**src/design/spa_ram.sv**
```systemverilog
// Generic single-port-write, single-port-read RAM with registered read data.
// No dependencies.
module spa_ram #(
    parameter int WIDTH = 8,
    parameter int DEPTH = 16,
    localparam int AW = $clog2(DEPTH)
) (
    input  logic             clk,
    input  logic             we,
    input  logic [AW-1:0]    waddr,
    input  logic [WIDTH-1:0] wdata,
    input  logic [AW-1:0]    raddr,
    output logic [WIDTH-1:0] rdata
);

    logic [WIDTH-1:0] mem [DEPTH];

    always_ff @(posedge clk)
    begin
        if (we)
        begin
            mem[waddr] <= wdata;
        end
        rdata <= mem[raddr];
    end

endmodule

```
**config.mk**
```make
export PLATFORM = sky130hd
export DESIGN_NAME = spa_ram
export DESIGN_NICKNAME = d
export VERILOG_FILES = /design/src/design/spa_ram.sv
export SDC_FILE = /design/constraint.sdc
export NUM_CORES = 1
export LEC_CHECK = 0
export ABC_AREA = 1
export CORE_UTILIZATION = 40
export DETAILED_ROUTE_END_ITERATION = 7
export DONT_BUFFER_PORTS = 1
export PLACE_DENSITY = 0.58
export SYNTH_ARGS = -nofsm -noshare
export SYNTH_HDL_FRONTEND = slang
export SYNTH_SLANG_ARGS = --single-unit
```
**constraint.sdc**
```tcl
create_clock -name clk -period 1.16 [get_ports clk]
set_clock_uncertainty 0.05 [all_clocks]
set_input_delay 0.058 -clock clk [delete_from_list [all_inputs] [get_ports clk]]
set_output_delay 0.058 -clock clk [all_outputs]
set_load 0.03 [all_outputs]
```
==> results by group <==
STA
  – Max frequency: 924 MHz
  – Final setup vio count: 0
  – Fin crit share: 0.933
  – Setup_tns: 0 ns
  – Final worst slack: 0.0781 ns
  – Final Hold Vio Count: 8
  – Slew headroom: 0.511
  – RSZ-0062 raised after global routing: false
  – Worst slew pin tran: 0.731 ns
  – Max Slew Vio Count: 0
  – Minimum clock period: 1.08 ns
  – Final hold slack: -0.187 ns

Die
  – Die Span X: 122 um
  – Initial Utilization: 0.412
  – Die Height: 122 um
  – Die area: 14900 um2
  – Top-Level Pins: 26
  – Row count: 43
  – Total core area: 14000 um2

Route
  – Initial drt markers: 282
  – Via count: 3697
  – DRC errors left: 0
  – Wl on met1: 5.32 mm
  – Final Routed Wirelength: 12.9 mm
  – Post-route ant nets: 0
  – Drt via density: 4.81
  – DR WL met3: 650 um
  – Routed WL per cell: 16.7 um
  – Met2 Routed Length: 6.54 mm
  – TritonRoute pass-1 iters: 5
  – Max layer used: met4

Clocking
  – Post-CTS Setup Bufs: 0
  – TritonCTS Buffers: 17
  – TritonCTS sink count: 136
  – H-tree depth: 4
  – Max Buffers Root-to-Sink: 2
  – Clock Pin Slew Worst Setup and Hold Paths: 0.06 ns
  – CTS tree: done
  – Root buffer cell: clkbuf_16
  – Clk_lat worst skew: 0.41 ns
  – CTS Hold Bufs: 10

Critical path
  – CP arrival: 0.97 ns
  – Crit path launch type: register
  – Critical path class: register to output port
  – Setup crit end kind: output port
  – CP max FO: 1
  – Critical path data required time: 1.05 ns

Yosys
  – Post-synthesis net count: 569
  – Largest cells by area after synthesis: edfxtp_1, nand2_1, nand3_1, inv_1, dfxtp_1
  – Yosys cell types: 12
  – Yosys reg bits: 136
  – Synth area leader: edfxtp_1
  – Most common cell in the netlist: nand2_1
  – Top-area cell type share of the netlist area: 0.667
  – Mapped Area: 5770 um2
  – Main flop type after synthesis: edfxtp_1
  – Ys async rst share: 0
  – Synth cell count leaders: nand2_1, edfxtp_1, inv_1
  – Seq/Total Area, Yosys: 0.694
  – Syn_area_per_cell: 10.5 um2
  – Cell count after synthesis: 551
  – Post-synth EDFFs: 128
  – Synthesis warning total: 0

Cells and area
  – Layout cells sized above 1: 0.0832
  – # fillers: 1291
  – Post-layout util: 0.481
  – Layout net count: 595
  – ANT cells: 0
  – Layout Area Growth over Synthesis: 16.6%

GRT
  – Pin count of the biggest net entering global routing: 66
  – Tot GR Track Use: 0.194
  – Total global routing overflow: 0
  – Vias in the first global route: 3797
  – First-pass GRT wire length: 20.3 mm
  – Antenna violations before repair: 0

Power
  – PD cells: 1720 nW/um2
  – Leak: 0.00288 uW
  – Design Power: 11600 uW
  – Peak supply drop: 0.00173 V

Place
  – Hpwl dp: 7.80 mm
  – GP Congestion: 0.833
  – # port buffers: 0
  – DP Worst Slack: 0.105 ns

Run
  – Max Cap Violations: 0

Run status
  – Status: complete, but fails checks
  – Failing checks: hold timing

Hold path
  – Tightest Hold Check Type: input port to register
==> through the flow <==
| step | std cells | instance area [um2] |
|---|---|---|
| 2_1_floorplan | 551 | 5770 |
| 3_3_place_gp | 728 | 6020 |
| 3_5_place_dp | 728 | 6020 |
| 4_1_cts | 769 | 6720 |
| 5_1_grt | 769 | 6720 |
| 6_report | 769 | 6720 |
==> timing repair <==
action,CTS,global route
resized for setup,0,1
endpoints found under the setup margin,0,1
endpoints found under the hold margin,136,8
==> cell type report <==
class | instances | area, um2 | area share
Clock buffer | 19 | 433 | 0.0644
Clock inverter | 12 | 158 | 0.0234
Inverter | 102 | 383 | 0.0569
Multi-Input combinational cell | 289 | 1210 | 0.180
Sequential cell | 136 | 4000 | 0.595
Tap cell | 180 | 225 | 0.0335
Timing Repair Buffer | 31 | 308 | 0.0458
==> layout by cell type (no fill, tap or decap), drive strengths merged <==
master and n:
nand3b 2, dfxtp 8, nand2 173, dlygate4sd3 8
inv 102, clkinv 7, buf 22, clkbuf 19
clkinvlp 1, nor2 17, edfxtp 128, nand3 97
bufinv 4, dlymetal6s4s 1
==> report_power, final <==
group | leakage [uW] | internal, uW | switching [uW]
clock | 0.000287 | 3540 | 1870
combinational | 0.00137 | 194 | 391
sequential | 0.00122 | 5500 | 101
total | 0.00288 | 9230 | 2360
==> flip-flops by register name, indices dropped and copies added (netlist names) <==
register  cells
rdata         8
mem         128
==> cell families (layout without fill, tap and decap cells) <==
logic type | Yosys count | in the layout | synth area share
and+or+nand+nor | 289 | 289 | 0.210
DFF | 136 | 136 | 0.694
buffers and inverters | 126 | 164 | 0.0952
==> path summary, 6_finish.rpt <==
kind | start | to | slack (ns) | depth (start not counted)
hold reg to reg | mem[14][4] | rdata[4] | 0.61 | 6
setup reg to reg | mem[6][4] | rdata[4] | 0.10 | 6
setup / recovery | rdata[3] | rdata[3] | 0.08 | 0
hold / removal | raddr[2] | rdata[4] | -0.19 | 3
==> routing by layer <==
metal,GRT usage,vias up
met5,0,-
met4,0.0960,0
met3,0.0510,22
met2,0.323,97
met1,0.233,1751
li1,-,1827
Power figures use the tool's default switching activity.
